File: src/rstok_pkg.sv
package rstok_pkg;

  localparam int MAX_TEXT = 64;
  localparam logic [7:0] STR_LIM = 8'(MAX_TEXT - 1);
  localparam logic [7:0] ID_LIM  = 8'((MAX_TEXT > 2) ? (MAX_TEXT - 1) : 2);

  // result kinds
  localparam logic [1:0] RK_TEXT  = 2'd0;
  localparam logic [1:0] RK_TOKEN = 2'd1;
  localparam logic [1:0] RK_ERROR = 2'd2;

  // token kinds
  localparam logic [4:0] TK_CONST  = 5'd0;
  localparam logic [4:0] TK_ID     = 5'd1;
  localparam logic [4:0] TK_STR    = 5'd2;
  localparam logic [4:0] TK_SLASH  = 5'd20;
  localparam logic [4:0] TK_DSLASH = 5'd21;
  localparam logic [4:0] TK_LT     = 5'd22;
  localparam logic [4:0] TK_LE     = 5'd23;
  localparam logic [4:0] TK_NE     = 5'd24;
  localparam logic [4:0] TK_GT     = 5'd25;
  localparam logic [4:0] TK_GE     = 5'd26;
  localparam logic [4:0] TK_ASSIGN = 5'd27;
  localparam logic [4:0] TK_EQ     = 5'd28;

  // error codes
  localparam logic [2:0] ERR_NONE    = 3'd0;
  localparam logic [2:0] ERR_ID_LONG = 3'd1;
  localparam logic [2:0] ERR_STR_LONG = 3'd2;
  localparam logic [2:0] ERR_UNTERM  = 3'd3;
  localparam logic [2:0] ERR_UNKNOWN = 3'd4;

  // character codes
  localparam logic [7:0] CH_TAB   = 8'h09;
  localparam logic [7:0] CH_LF    = 8'h0a;
  localparam logic [7:0] CH_CR    = 8'h0d;
  localparam logic [7:0] CH_SPACE = 8'h20;
  localparam logic [7:0] CH_QUOTE = 8'h22;
  localparam logic [7:0] CH_DOT   = 8'h2e;
  localparam logic [7:0] CH_SLASH = 8'h2f;
  localparam logic [7:0] CH_ZERO  = 8'h30;
  localparam logic [7:0] CH_LT    = 8'h3c;
  localparam logic [7:0] CH_EQ    = 8'h3d;
  localparam logic [7:0] CH_GT    = 8'h3e;
  localparam logic [7:0] CH_UX    = 8'h58;
  localparam logic [7:0] CH_BSLASH = 8'h5c;
  localparam logic [7:0] CH_LX    = 8'h78;
  localparam logic [7:0] CH_LN    = 8'h6e;
  localparam logic [7:0] CH_LT_T  = 8'h74;

  typedef enum logic [10:0] {
    M_IDLE     = 11'b000_0000_0001,
    M_PEND     = 11'b000_0000_0010,
    M_ZERO     = 11'b000_0000_0100,
    M_DEC      = 11'b000_0000_1000,
    M_HEXSTART = 11'b000_0001_0000,
    M_HEX      = 11'b000_0010_0000,
    M_ID       = 11'b000_0100_0000,
    M_STR      = 11'b000_1000_0000,
    M_ESC      = 11'b001_0000_0000,
    M_OCT      = 11'b010_0000_0000,
    M_FULL     = 11'b100_0000_0000
  } mode_t;

  typedef enum logic [1:0] {
    OP_SLASH = 2'd0,
    OP_LT    = 2'd1,
    OP_GT    = 2'd2,
    OP_EQ    = 2'd3
  } op_t;

  typedef struct packed {
    mode_t       mode;
    logic [31:0] acc;
    logic [7:0]  len;
    op_t         op;
    logic [7:0]  esc;
  } scan_state_t;

  typedef struct packed {
    logic [1:0]  rkind;
    logic [4:0]  tkind;
    logic [31:0] value;
    logic [7:0]  tbyte;
    logic [2:0]  err;
  } res_t;

  function automatic scan_state_t idle_state();
    scan_state_t s;
    s.mode = M_IDLE;
    s.acc  = '0;
    s.len  = '0;
    s.op   = OP_SLASH;
    s.esc  = '0;
    return s;
  endfunction

  function automatic res_t mk_res(input logic [1:0] rk, input logic [4:0] tk,
                                  input logic [31:0] v, input logic [7:0] tb,
                                  input logic [2:0] e);
    res_t r;
    r.rkind = rk;
    r.tkind = tk;
    r.value = v;
    r.tbyte = tb;
    r.err   = e;
    return r;
  endfunction

  function automatic logic is_digit(input logic [7:0] c);
    return (c >= 8'h30) && (c <= 8'h39);
  endfunction

  function automatic logic is_alpha(input logic [7:0] c);
    return ((c >= 8'h61) && (c <= 8'h7a)) || ((c >= 8'h41) && (c <= 8'h5a)) ||
           (c == 8'h5f);
  endfunction

  function automatic logic is_octal(input logic [7:0] c);
    return (c >= 8'h30) && (c <= 8'h37);
  endfunction

  // {valid, value}
  function automatic logic [4:0] hex_val(input logic [7:0] c);
    logic [4:0] r;
    r = '0;
    if (is_digit(c)) begin
      r = {1'b1, c[3:0]};
    end else if (((c >= 8'h61) && (c <= 8'h66)) || ((c >= 8'h41) && (c <= 8'h46))) begin
      // low nibble of a..f / A..F is 1..6
      r = {1'b1, 4'(c[3:0] + 4'd9)};
    end
    return r;
  endfunction

  // {valid, kind}
  function automatic logic [5:0] punct_kind(input logic [7:0] c);
    logic [5:0] r;
    r = '0;
    unique case (c)
      8'h2b:   r = {1'b1, 5'd3};   // +
      8'h2d:   r = {1'b1, 5'd4};   // -
      8'h2a:   r = {1'b1, 5'd5};   // *
      8'h25:   r = {1'b1, 5'd6};   // %
      8'h28:   r = {1'b1, 5'd7};   // (
      8'h29:   r = {1'b1, 5'd8};   // )
      8'h5b:   r = {1'b1, 5'd9};   // [
      8'h5d:   r = {1'b1, 5'd10};  // ]
      8'h7b:   r = {1'b1, 5'd11};  // {
      8'h7d:   r = {1'b1, 5'd12};  // }
      8'h2c:   r = {1'b1, 5'd13};  // ,
      8'h3f:   r = {1'b1, 5'd14};  // ?
      8'h3a:   r = {1'b1, 5'd15};  // :
      8'h5e:   r = {1'b1, 5'd16};  // ^
      8'h5c:   r = {1'b1, 5'd17};  // backslash
      8'h23:   r = {1'b1, 5'd18};  // #
      8'h3b:   r = {1'b1, 5'd19};  // ;
      default: r = '0;
    endcase
    return r;
  endfunction

  // {valid, kind} of a two-character operator
  function automatic logic [5:0] pair_kind(input op_t op, input logic [7:0] c);
    logic [5:0] r;
    r = '0;
    if (op == OP_SLASH && c == CH_SLASH) r = {1'b1, TK_DSLASH};
    else if (op == OP_LT && c == CH_EQ)  r = {1'b1, TK_LE};
    else if (op == OP_LT && c == CH_GT)  r = {1'b1, TK_NE};
    else if (op == OP_GT && c == CH_EQ)  r = {1'b1, TK_GE};
    else if (op == OP_EQ && c == CH_EQ)  r = {1'b1, TK_EQ};
    return r;
  endfunction

  function automatic logic [4:0] single_kind(input op_t op);
    logic [4:0] r;
    unique case (op)
      OP_SLASH: r = TK_SLASH;
      OP_LT:    r = TK_LT;
      OP_GT:    r = TK_GT;
      OP_EQ:    r = TK_ASSIGN;
      default:  r = TK_ASSIGN;
    endcase
    return r;
  endfunction

endpackage

File: src/rstok_scanner.sv
module rstok_scanner (
  input  rstok_pkg::scan_state_t    st,
  input  logic                      kind,
  input  logic [7:0]                ch,
  output rstok_pkg::scan_state_t    st_nxt,
  output rstok_pkg::res_t [2:0]     res,
  output logic [1:0]                n
);
  import rstok_pkg::*;

  logic       eof;
  logic       do_idle;
  logic       raw_go;
  logic       sc_go;
  logic [7:0] sc_byte;
  logic       id_go;
  logic [5:0] pk;
  logic [5:0] prk;
  logic [4:0] hx;
  logic [7:0] oct_len;

  assign eof     = kind || (ch == 8'h00);
  assign pk      = punct_kind(ch);
  assign prk     = pair_kind(st.op, ch);
  assign hx      = hex_val(ch);
  assign oct_len = st.len + 8'd1;

  always_comb begin
    st_nxt  = st;
    res     = '0;
    n       = 2'd0;
    do_idle = 1'b0;
    raw_go  = 1'b0;
    sc_go   = 1'b0;
    sc_byte = ch;
    id_go   = 1'b0;

    if (eof) begin
      unique case (st.mode)
        M_PEND: begin
          res[n] = mk_res(RK_TOKEN, single_kind(st.op), '0, '0, ERR_NONE); n = n + 2'd1;
        end
        M_ZERO: begin
          res[n] = mk_res(RK_TOKEN, TK_CONST, '0, '0, ERR_NONE); n = n + 2'd1;
        end
        M_DEC, M_HEX: begin
          res[n] = mk_res(RK_TOKEN, TK_CONST, st.acc, '0, ERR_NONE); n = n + 2'd1;
        end
        M_HEXSTART: begin
          res[n] = mk_res(RK_ERROR, TK_CONST, '0, CH_ZERO, ERR_UNKNOWN); n = n + 2'd1;
          res[n] = mk_res(RK_TOKEN, TK_CONST, '0, '0, ERR_NONE); n = n + 2'd1;
        end
        M_ID: begin
          res[n] = mk_res(RK_TOKEN, TK_ID, '0, '0, ERR_NONE); n = n + 2'd1;
        end
        M_STR, M_ESC: begin
          res[n] = mk_res(RK_ERROR, TK_CONST, '0, '0, ERR_UNTERM); n = n + 2'd1;
          res[n] = mk_res(RK_TOKEN, TK_STR, '0, '0, ERR_NONE); n = n + 2'd1;
        end
        M_OCT: begin
          // store the pending escape first
          res[n] = mk_res(RK_TEXT, TK_STR, '0, st.esc, ERR_NONE); n = n + 2'd1;
          res[n] = mk_res(RK_ERROR, TK_CONST, '0, '0,
                          (oct_len >= STR_LIM) ? ERR_STR_LONG : ERR_UNTERM);
          n = n + 2'd1;
          res[n] = mk_res(RK_TOKEN, TK_STR, '0, '0, ERR_NONE); n = n + 2'd1;
        end
        M_FULL: begin
          res[n] = mk_res(RK_ERROR, TK_CONST, '0, '0, ERR_STR_LONG); n = n + 2'd1;
          res[n] = mk_res(RK_TOKEN, TK_STR, '0, '0, ERR_NONE); n = n + 2'd1;
        end
        default: begin
        end
      endcase
      st_nxt = idle_state();
    end else begin
      unique case (st.mode)
        M_PEND: begin
          if (prk[5]) begin
            res[n] = mk_res(RK_TOKEN, prk[4:0], '0, '0, ERR_NONE); n = n + 2'd1;
            st_nxt = idle_state();
          end else begin
            res[n] = mk_res(RK_TOKEN, single_kind(st.op), '0, '0, ERR_NONE); n = n + 2'd1;
            do_idle = 1'b1;
          end
        end
        M_ZERO: begin
          if (ch == CH_LX || ch == CH_UX) begin
            st_nxt.mode = M_HEXSTART;
          end else if (is_digit(ch)) begin
            st_nxt.acc  = {28'd0, ch[3:0]};
            st_nxt.mode = M_DEC;
          end else begin
            res[n] = mk_res(RK_TOKEN, TK_CONST, '0, '0, ERR_NONE); n = n + 2'd1;
            do_idle = 1'b1;
          end
        end
        M_DEC: begin
          if (is_digit(ch)) begin
            // acc * 10 as two shifts
            st_nxt.acc = {st.acc[28:0], 3'b000} + {st.acc[30:0], 1'b0} + {28'd0, ch[3:0]};
          end else begin
            res[n] = mk_res(RK_TOKEN, TK_CONST, st.acc, '0, ERR_NONE); n = n + 2'd1;
            do_idle = 1'b1;
          end
        end
        M_HEXSTART: begin
          if (hx[4]) begin
            st_nxt.acc  = {28'd0, hx[3:0]};
            st_nxt.mode = M_HEX;
          end else begin
            res[n] = mk_res(RK_ERROR, TK_CONST, '0, CH_ZERO, ERR_UNKNOWN); n = n + 2'd1;
            res[n] = mk_res(RK_TOKEN, TK_CONST, '0, '0, ERR_NONE); n = n + 2'd1;
            do_idle = 1'b1;
          end
        end
        M_HEX: begin
          if (hx[4]) begin
            st_nxt.acc = {st.acc[27:0], hx[3:0]};
          end else begin
            res[n] = mk_res(RK_TOKEN, TK_CONST, st.acc, '0, ERR_NONE); n = n + 2'd1;
            do_idle = 1'b1;
          end
        end
        M_ID: begin
          if (is_alpha(ch) || is_digit(ch)) begin
            id_go = 1'b1;
          end else begin
            res[n] = mk_res(RK_TOKEN, TK_ID, '0, '0, ERR_NONE); n = n + 2'd1;
            do_idle = 1'b1;
          end
        end
        M_STR: begin
          raw_go = 1'b1;
        end
        M_ESC: begin
          if (ch == CH_LN) begin
            sc_go = 1'b1; sc_byte = CH_LF;
          end else if (ch == CH_LT_T) begin
            sc_go = 1'b1; sc_byte = CH_TAB;
          end else if (is_octal(ch)) begin
            st_nxt.esc  = {5'd0, ch[2:0]};
            st_nxt.mode = M_OCT;
          end else begin
            sc_go = 1'b1;
          end
        end
        M_OCT: begin
          if (is_octal(ch)) begin
            st_nxt.esc = {st.esc[4:0], ch[2:0]};
          end else begin
            res[n] = mk_res(RK_TEXT, TK_STR, '0, st.esc, ERR_NONE); n = n + 2'd1;
            st_nxt.len = oct_len;
            st_nxt.esc = '0;
            if (oct_len >= STR_LIM) begin
              // full: the ending byte is dropped
              res[n] = mk_res(RK_ERROR, TK_CONST, '0, '0, ERR_STR_LONG); n = n + 2'd1;
              res[n] = mk_res(RK_TOKEN, TK_STR, '0, '0, ERR_NONE); n = n + 2'd1;
              st_nxt = idle_state();
            end else begin
              st_nxt.mode = M_STR;
              raw_go = 1'b1;
            end
          end
        end
        M_FULL: begin
          res[n] = mk_res(RK_ERROR, TK_CONST, '0, '0, ERR_STR_LONG); n = n + 2'd1;
          res[n] = mk_res(RK_TOKEN, TK_STR, '0, '0, ERR_NONE); n = n + 2'd1;
          st_nxt = idle_state();
        end
        default: begin
          do_idle = 1'b1;
        end
      endcase

      // raw string byte
      if (raw_go) begin
        if (ch == CH_QUOTE) begin
          res[n] = mk_res(RK_TOKEN, TK_STR, '0, '0, ERR_NONE); n = n + 2'd1;
          st_nxt = idle_state();
        end else if (ch == CH_BSLASH) begin
          st_nxt.mode = M_ESC;
        end else begin
          sc_go = 1'b1;
        end
      end

      // store one string byte
      if (sc_go) begin
        res[n] = mk_res(RK_TEXT, TK_STR, '0, sc_byte, ERR_NONE); n = n + 2'd1;
        st_nxt.len  = st_nxt.len + 8'd1;
        st_nxt.mode = (st_nxt.len >= STR_LIM) ? M_FULL : M_STR;
      end

      // scan afresh between tokens
      if (do_idle) begin
        st_nxt = idle_state();
        if (ch == CH_SPACE || ch == CH_TAB || ch == CH_LF || ch == CH_CR) begin
          st_nxt.mode = M_IDLE;
        end else if (pk[5]) begin
          res[n] = mk_res(RK_TOKEN, pk[4:0], '0, '0, ERR_NONE); n = n + 2'd1;
        end else if (ch == CH_SLASH) begin
          st_nxt.op = OP_SLASH; st_nxt.mode = M_PEND;
        end else if (ch == CH_LT) begin
          st_nxt.op = OP_LT; st_nxt.mode = M_PEND;
        end else if (ch == CH_GT) begin
          st_nxt.op = OP_GT; st_nxt.mode = M_PEND;
        end else if (ch == CH_EQ) begin
          st_nxt.op = OP_EQ; st_nxt.mode = M_PEND;
        end else if (ch == CH_QUOTE) begin
          st_nxt.mode = M_STR;
        end else if (ch == CH_ZERO) begin
          st_nxt.mode = M_ZERO;
        end else if (is_digit(ch)) begin
          st_nxt.acc  = {28'd0, ch[3:0]};
          st_nxt.mode = M_DEC;
        end else if (ch == CH_DOT) begin
          res[n] = mk_res(RK_TOKEN, TK_CONST, '0, '0, ERR_NONE); n = n + 2'd1;
        end else if (is_alpha(ch)) begin
          id_go = 1'b1;
        end else begin
          res[n] = mk_res(RK_ERROR, TK_CONST, '0, ch, ERR_UNKNOWN); n = n + 2'd1;
        end
      end

      // store one identifier byte, cut off at the length limit
      if (id_go) begin
        res[n] = mk_res(RK_TEXT, TK_ID, '0, ch, ERR_NONE); n = n + 2'd1;
        st_nxt.len = st_nxt.len + 8'd1;
        if (st_nxt.len >= ID_LIM) begin
          res[n] = mk_res(RK_ERROR, TK_CONST, '0, '0, ERR_ID_LONG); n = n + 2'd1;
          res[n] = mk_res(RK_TOKEN, TK_ID, '0, '0, ERR_NONE); n = n + 2'd1;
          st_nxt = idle_state();
        end else begin
          st_nxt.mode = M_ID;
        end
      end
    end
  end

endmodule

File: src/resource_script_tokenizer_unit.sv
// The results of an input item are registered: the first is offered in the cycle after its transfer.
// One input item per cycle while each item gives at most one result and the output does not stall;
// an item that gives more results (up to 3) stalls the input until its last result leaves, since
// the result register drains one result per output transfer.
// Reset (rst_n low, synchronous): scanner returns to idle, the result register empties.
module resource_script_tokenizer_unit (
  input  logic        clk,
  input  logic        rst_n,
  input  logic        in_valid,
  output logic        in_stall,
  input  logic        in_kind,
  input  logic [7:0]  in_char_in,
  output logic        out_valid,
  input  logic        out_stall,
  output logic [1:0]  out_result_kind,
  output logic [4:0]  out_token_kind,
  output logic [31:0] out_token_value,
  output logic [7:0]  out_text_byte,
  output logic [2:0]  out_error_code,
  output logic        out_last
);
  import rstok_pkg::*;

  scan_state_t  st_r;
  scan_state_t  st_nxt;
  res_t [2:0]   res_nxt;
  logic [1:0]   n_nxt;
  res_t [2:0]   grp_r;
  logic [1:0]   cnt_r;
  logic [1:0]   idx_r;
  res_t         cur;
  logic         busy;
  logic         out_xfer;
  logic         in_xfer;
  logic         is_last;

  rstok_scanner u_scan (
    .st     (st_r),
    .kind   (in_kind),
    .ch     (in_char_in),
    .st_nxt (st_nxt),
    .res    (res_nxt),
    .n      (n_nxt)
  );

  assign busy     = (cnt_r != 2'd0);
  assign cur      = grp_r[idx_r];
  assign is_last  = (idx_r == (cnt_r - 2'd1));
  assign out_xfer = busy && !out_stall;
  // take the next item once the last result of this one leaves
  assign in_stall = busy && !(out_xfer && is_last);
  assign in_xfer  = in_valid && !in_stall;

  assign out_valid       = busy;
  assign out_result_kind = cur.rkind;
  assign out_token_kind  = cur.tkind;
  assign out_token_value = cur.value;
  assign out_text_byte   = cur.tbyte;
  assign out_error_code  = cur.err;
  assign out_last        = is_last;

  always_ff @(posedge clk) begin
    if (!rst_n) begin
      st_r  <= idle_state();
      cnt_r <= 2'd0;
      idx_r <= 2'd0;
    end else if (in_xfer) begin
      st_r  <= st_nxt;
      cnt_r <= n_nxt;
      idx_r <= 2'd0;
    end else if (out_xfer) begin
      if (is_last) begin
        cnt_r <= 2'd0;
        idx_r <= 2'd0;
      end else begin
        idx_r <= idx_r + 2'd1;
      end
    end
  end

  always_ff @(posedge clk) begin
    if (in_xfer) begin
      grp_r <= res_nxt;
    end
  end

endmodule

File: config.mk
export PLATFORM = sky130hd
export DESIGN_NAME = resource_script_tokenizer_unit
export DESIGN_NICKNAME = d
export VERILOG_FILES = /design/src/rstok_pkg.sv /design/src/rstok_scanner.sv /design/src/resource_script_tokenizer_unit.sv
export SDC_FILE = /design/constraint.sdc
export NUM_CORES = 1
export LEC_CHECK = 0
export ABC_CLOCK_PERIOD_IN_PS = 9600
export BUFFER_PORTS_ARGS = -buffer_cell sky130_fd_sc_hd__buf_2
export CELL_PAD_IN_SITES_DETAIL_PLACEMENT = 0
export CELL_PAD_IN_SITES_GLOBAL_PLACEMENT = 1
export CORE_AREA = 4 4 166 232
export DETAILED_ROUTE_END_ITERATION = 7
export DIE_AREA = 0 0 170 236
export PLACE_DENSITY = 0.65
export SLEW_MARGIN = 25
export SYNTH_ARGS = -nofsm -noshare
export SYNTH_HDL_FRONTEND = slang
export SYNTH_SLANG_ARGS = --single-unit
File: constraint.sdc
create_clock -name clk -period 9.6 [get_ports clk]
set_input_delay 0.96 -clock clk [delete_from_list [all_inputs] [get_ports clk]]
set_output_delay 0.96 -clock clk [all_outputs]
set_load 0.01 [all_outputs]
==> metrics, run 1 <==
Synth-to-Final Area Change 10.79%; port bufs 65; Post-Layout Cell Count around 2000; Worst Setup SP in_char_in[0]; Mapped Nets between 1500 and 2000; Worst R2R Path Depth 19; share of layout cells above drive strength 1 11.53%; CP Capture Type register; Worst Skew 0.01519 ns; DRC 0; final hold slack 0.5085 ns; standard-cell rows 83; critical path endpoint grp_r[11]; crit path cell chain buf_2 > inv_1 > ha_1 > nand2b_1 > a21boi_0 > a221oi_1 > or2_2 > nand2_1 > a21oi_1 > nor4_2 > ha_1 > a21oi_1 > ha_1 > a21oi_1 > ha_1 > mux2i_1 > inv_1 > ha_1 > and2_1 > nor2_1 > o211ai_1 > buf_4 > a21boi_0; clk buf depth 2; core area about 36000 um^2; Root Driver clkbuf_16; Cell Pwr Density 113.0 nW/um^2; placed cell count 1987; max_slew headroom 33.55%; CP dominant cell by count ha_1; Cell Area, Synth approximately 13000 um^2; DP HPWL roughly 37000 um; final hold viol count 0; H-tree levels 4; post-synthesis cell type count 100; Total Wirelength 47790 um; Synth Instances 1518; leakage power about 5.2 nW; vias in the first global route 11926; YS warnings 0; MaxCap Viol Count 0; Seq cells post-synth 150; flop2flop setup slack between 2 and 3 ns; die footprint approximately 40000 um^2; Die W 170 um; CTS tree yes; delay-heaviest family, CP simple AND/OR/NAND/NOR gates; IO Pins 66; DRT antenna net count 0; routability-driven placement congestion ratio approximately 0.96; R2R Path End grp_r[11]; die height 236 um; critical path depth 23; crit-path max FO 32; post-route total power 1.570 mW; TNS Setup 0 ns; fmax 0.1362 GHz; CP required 9.88 ns; WL/cell 23.65 um; Pins Over Slew Limit 0; post-synth top area share 20.34%; synth top area cells edfxtp_1 (20%), dfxtp_1 (10%), ha_1 (8.7%); status complete, no violations; clock sink count 150; Hold WC Path Type register to register; DRT Pass-1 Iters 7; async set-reset flop share out of synthesis 0%; Avg Cell Area, Syn 8.266 um^2; CTS resizes 0; area leader, netlist edfxtp_1; routed vias 12174; final setup fails 0; largest net degree at the start of global routing 47; clock latency on the worst-skew pair 0.46 ns; Setup CP Type input port to register; CTS Buf Count 17; postcts setup bufs 0; Reg clk slew, reported paths approximately 0.07 ns; worst path bufs/invs 4; Main synth FF type edfxtp_1; routed vias/inst 6.024; Final #Nets roughly 1600; CP max-delay cell mux2i_1; FF-to-FF Start st_r[10]; sequential element share of the synthesized area 30.71%; # hold bufs at CTS 0; initial antenna violation count 3; CP Launch Type input port; post-layout min period between 7 and 8 ns; global-route wire length before repair 72750 um; Total GRT Usage 23.43%; Worst EP arrival 7.62 ns; number of flops mapped to enable cells by yosys 85; initial drt markers a little under 1000; crit-path max cell delay 0.57 ns; Max VDD drop 73.16 uV; GRT overflow 0; slew of the pin with the lowest slew margin 0.9968 ns; RSZ-0062 raised after global routing false; Initial Util 34.42%; Tcrit/Tclk final 76.47%
==> power breakdown <==
| part | leakage, nW | total, mW | internal, mW | switching [mW] |
|---|---|---|---|---|
| Clock | 0.297 | 0.699 | 0.384 | 0.315 |
| Combinational | 3.52 | 0.162 | 0.0476 | 0.114 |
| Sequential | 1.39 | 0.710 | 0.702 | 0.00760 |
==> metal layers <==
metal  GRT usage (%)  up-vias  routed length [um]
li1                -     5767                   -
met1           26.41     5886               18350
met2           42.62      411               25020
met3           2.783      108                1903
met4           12.35        2                2511
met5               0        -                   7
==> worst min-delay path by stage <==
stage	startpoint	endpoint	slack, ns	cells after the start
after floorplan	st_r[49]	st_r[49]	0.44	2
final	st_r[7]	st_r[7]	0.51	1
after global routing	st_r[49]	st_r[49]	0.54	2
after detailed placement	st_r[7]	st_r[7]	0.48	1
after CTS	st_r[7]	st_r[7]	0.50	1
after global placement	st_r[7]	st_r[7]	0.48	1
==> kinds of logic (layout without fill, tap and decap cells) <==
| kind of cell | after synthesis | count (layout) | synth area share [%] |
|---|---|---|---|
| buffers and inverters | 124 | 158 | 4.198 |
| AOI/OAI and AO/OA | 500 | 500 | 26.77 |
| other | 0 | 2 | 0 |
| and+or+nand+nor | 580 | 580 | 23.77 |
| muxes | 30 | 30 | 2.413 |
| adders and majority gates | 89 | 89 | 8.994 |
| DFF | 150 | 150 | 30.71 |
| xor gates and xnor gates | 45 | 45 | 3.141 |
==> layout make-up <==
| type | instances | area, um^2 |
|---|---|---|
| flip-flops and latches | 150 | 3854 |
| fillers | 3761 | 22550 |
| repair buffers | 89 | 505.5 |
| well taps | 467 | 584.3 |
| clock buffers | 18 | 450.4 |
| diodes | 2 | 5.005 |
| multi-input cells | 1244 | 8208 |
| inverters | 37 | 138.9 |
| clock inverters | 14 | 156.4 |
==> cells in the mapped netlist (all sizes together), types with 7 or more instances <==
| master | n |
|---|---|
| a21boi | 38 |
| a21o | 22 |
| a21oi | 84 |
| a221oi | 12 |
| a22o | 13 |
| a22oi | 26 |
| a31o | 8 |
| a31oi | 19 |
| a32oi | 7 |
| a41oi | 8 |
| and2 | 50 |
| and3 | 13 |
| and4 | 8 |
| buf | 30 |
| clkbuf | 57 |
| dfxtp | 65 |
| edfxtp | 85 |
| ha | 87 |
| inv | 37 |
| mux2i | 28 |
| nand2 | 193 |
| nand2b | 14 |
| nand3 | 44 |
| nand4 | 18 |
| nor2 | 107 |
| nor2b | 20 |
| nor3 | 46 |
| nor3b | 10 |
| nor4 | 21 |
| o211ai | 19 |
| o21a | 8 |
| o21ai | 136 |
| o22ai | 14 |
| o31ai | 14 |
| or2 | 7 |
| or3 | 8 |
| xnor2 | 28 |
| xor2 | 17 |
==> cell usage in the layout, fill, tap and decap left out, types with 9 or more instances in the layout <==
cell type / count
edfxtp_1: 85
buf_4: 24
nor4_1: 14
o22ai_1: 14
clkbuf_16: 18
o21ai_0: 116
a21boi_0: 38
xnor2_1: 28
a22oi_1: 26
a31oi_1: 18
nor2b_1: 18
nand4_1: 18
o211ai_1: 19
inv_1: 36
nor3_1: 44
and2_1: 47
mux2i_1: 28
nand2b_1: 14
a221oi_1: 11
dfxtp_1: 65
a21o_1: 22
a21oi_1: 84
nor2_1: 102
ha_1: 87
nor3b_1: 9
xor2_1: 17
nand2_1: 189
o31ai_1: 13
a22o_1: 13
o21ai_1: 18
nand3_1: 44
and3_1: 12
buf_2: 65
==> through the flow <==
stage / worst slack (ns) / cell area, um^2 / util, %
after floorplan: 2.458 / 12550 / -
after global placement: 2.267 / 13280 / 36.43
after detailed placement: 1.962 / 13280 / 36.43
after CTS: 2.397 / 13880 / 38.09
after global routing: 1.801 / 13900 / 38.13
final: 2.259 / 13900 / 38.14
==> sequential cells by signal (all words and copies together) (netlist names) <==
signal / cells
st_r: 61
grp_r: 85
cnt_r: 2
idx_r: 2
Power figures use the tool's default switching activity.
==> run 2, diff against run 1 <==
--- a/config.mk
+++ b/config.mk
@@ -5,14 +5,14 @@
 export SDC_FILE = /design/constraint.sdc
 export NUM_CORES = 1
 export LEC_CHECK = 0
-export ABC_CLOCK_PERIOD_IN_PS = 9600
+export ABC_CLOCK_PERIOD_IN_PS = 6600
 export BUFFER_PORTS_ARGS = -buffer_cell sky130_fd_sc_hd__buf_2
 export CELL_PAD_IN_SITES_DETAIL_PLACEMENT = 0
 export CELL_PAD_IN_SITES_GLOBAL_PLACEMENT = 1
 export CORE_AREA = 4 4 166 232
 export DETAILED_ROUTE_END_ITERATION = 7
 export DIE_AREA = 0 0 170 236
-export PLACE_DENSITY = 0.65
+export PLACE_DENSITY = 0.67
 export SLEW_MARGIN = 25
 export SYNTH_ARGS = -nofsm -noshare
 export SYNTH_HDL_FRONTEND = slang
==> constraint.sdc (replaced) <==
create_clock -name clk -period 6.6 [get_ports clk]
set_input_delay 0.66 -clock clk [delete_from_list [all_inputs] [get_ports clk]]
set_output_delay 0.66 -clock clk [all_outputs]
set_load 0.01 [all_outputs]
==> run 2 against run 1 <==
Global-route usage increased by 0.20 points. Via count up 1.2%. Total power rose by 41%. Sequential share of layout area is 0.33 points lower. Sequential power up 45%. Design area up 1.2%. Final cell count increased by 1.4%. Die area did not move. Wire length rose by 0.29%. Highest routed layer unchanged. Register-to-register slack worse by 2.0 ns.
==> metrics, run 2 (synthesis results as in run 1) <==
Cell Pwr Density 157.8 nW/um^2 (+40%); Total GRT Usage 23.64% (+0.20 points); GRT overflow 0 (unchanged); M3 GR Usage 3.722% (+0.94 points); Root Driver clkbuf_16; Hold Path Sink st_r[49]; pre-CTS setup slack 0.2150 ns (-1.747 ns); status complete, no violations; CTS Buf Count 17 (unchanged); TNS Setup 0 ns (unchanged); clk buf depth 2 (unchanged); post-layout min period between 6 and 7 ns; Total Wirelength 47930 um (+0.29%); Synth-to-Final Area Change 12.10%; Reg clk slew, reported paths 0.07 ns (about the same); Cells on Worst Hold Path 2 (+1); die footprint 40120 um^2 (unchanged); DRT Pass-1 Iters 6 (-1); share of layout cells above drive strength 1 13.08% (+1.6 points); crit-path max FO 15 (-53%); Hold WC Path Type register to register; DP HPWL 37020 um (-0.51%); leakage power 5.326 nW (+2.2%); MaxCap Viol Count 0 (unchanged); Initial Util 34.42% (unchanged); Final #Nets 1671 (+1.8%); Worst Skew 0.01728 ns (+0.002085 ns); RSZ-0062 raised after global routing false; R2R Path End st_r[13]; global-route wire length before repair 73580 um (+1.1%); commonest cells after routing, fill and taps aside nand2_1 (189), o21ai_0 (116), nor2_1 (102); M1 GR Usage 26.78% (+0.38 points); die height 236 um (unchanged); port bufs 65 (unchanged); Hold Startpoint st_r[49]; CTS tree yes; global routing's busiest layer met2; number of flip-flops in the largest register 85 (unchanged); # hold bufs at CTS 0 (unchanged); met2 track demand over resource 41.36% (-1.3 points); Setup CP Type input port to register; post-route total power 2.220 mW (+41%); routed vias 12326 (+1.2%); Worst R2R Path Depth 16 (-3); final hold viol count 0 (unchanged); Worst EP arrival 6.47 ns (-1.15 ns); Tcrit/Tclk final between 90% and 100%; Max VDD drop 142.9 uV (+95%); CTS resizes 0 (unchanged); DRT antenna net count 0 (unchanged); slew of the pin with the lowest slew margin 0.9613 ns (-0.03552 ns); Util after Layout 38.59% (+0.45 points); final setup fails 0 (unchanged); commonest non-fill, non-tap cell in the layout nand2_1; DRC 0 (unchanged); final hold slack 0.4800 ns (-0.02850 ns); WL/cell 23.39 um (-1.1%); routability-driven placement congestion ratio 0.9779 (+2.4%); vias in the first global route 12114 (+1.6%); routed vias/inst 6.016 (-0.14%); Antenna Cells 0 (-2); clock sink count 150 (unchanged); Die W 170 um (unchanged); clock latency on the worst-skew pair 0.45 ns (about the same); Setup WS post-layout 0.4913 ns (-1.768 ns); fmax 0.1637 GHz; biggest regs grp_r x85, st_r x61; initial drt markers 934 (-4.6%); Pins Over Slew Limit 0 (unchanged); CP Capture Type register; largest net degree at the start of global routing 48 (+2.1%); max_slew headroom 35.92% (+2.4 points); postcts setup bufs 0 (unchanged); flop2flop setup slack 0.94 ns (-1.95 ns); Top reg by flops grp_r; standard-cell rows 83 (unchanged); CP required 6.97 ns (-2.91 ns); CP Launch Type input port; core area 36450 um^2 (unchanged); H-tree levels 4 (unchanged); initial antenna violation count 1 (-2); IO Pins 66 (unchanged); FF-to-FF Start st_r[54]
==> run 2: cell count changes in the layout (fill, tap and decap cells not counted), moves of 2 or more <==
cell | previous run | this run
buf_4 | 24 | 54
clkbuf_1 | 0 | 2
diode_2 | 2 | 0
inv_8 | 4 | 1
==> run 2: critical path, cell delays in order <==
cell and delay [ns]:
buf_2 0.26, inv_1 0.19, ha_1 0.41, nor2b_1 0.20
o2111ai_1 0.56, a21oi_1 0.28, o21ai_1 0.49, o2bb2ai_1 0.20
and2_1 0.18, ha_1 0.24, nand2b_1 0.13, nor3_1 0.29
mux2_2 0.40, or3_1 0.34, nor4b_1 0.29, a311o_2 0.28
or3_1 0.45, nand2_2 0.36, o21ai_0 0.24
==> run 2: layout make-up <==
type | instances | area, um^2
sequential | 150 | 3854
clock buffer | 20 | 457.9
tap | 467 | 584.3
multi-input combinational | 1244 | 8209
clock inverter | 12 | 92.59
fill | 3775 | 22380
timing repair buffer | 119 | 730.7
inverter | 37 | 138.9
==> run 2: how the worst max path moves through the flow <==
stage	start	end	slack (ns)	cells past startpoint
after CTS	in_char_in[0]	st_r[13]	0.65	19
after global placement	in_char_in[0]	st_r[13]	0.39	19
after global routing	in_char_in[0]	grp_r[15]	0.18	24
after detailed placement	in_char_in[0]	st_r[13]	0.22	19
final	in_char_in[0]	st_r[13]	0.49	19
after floorplan	in_char_in[0]	grp_r[13]	0.84	24
==> run 2: power by group <==
group / internal, mW / switching [mW]
registers: 1.02 / 0.00932
logic: 0.0752 / 0.168
clock network: 0.509 / 0.437
==> run 2: routing by layer <==
metal  routed length, um  share of wire, %
met1               18460                39
met2               24230                51
met3                2161               4.5
met4                3074               6.4
met5                   7             0.015
==> run 2: stage by stage <==
step	cells	area [um^2]
3_3_place_gp	2017	13510
6_report	2049	14070
2_1_floorplan	1518	12550
5_1_grt	2049	14070
4_1_cts	2049	14070
3_5_place_dp	2017	13520
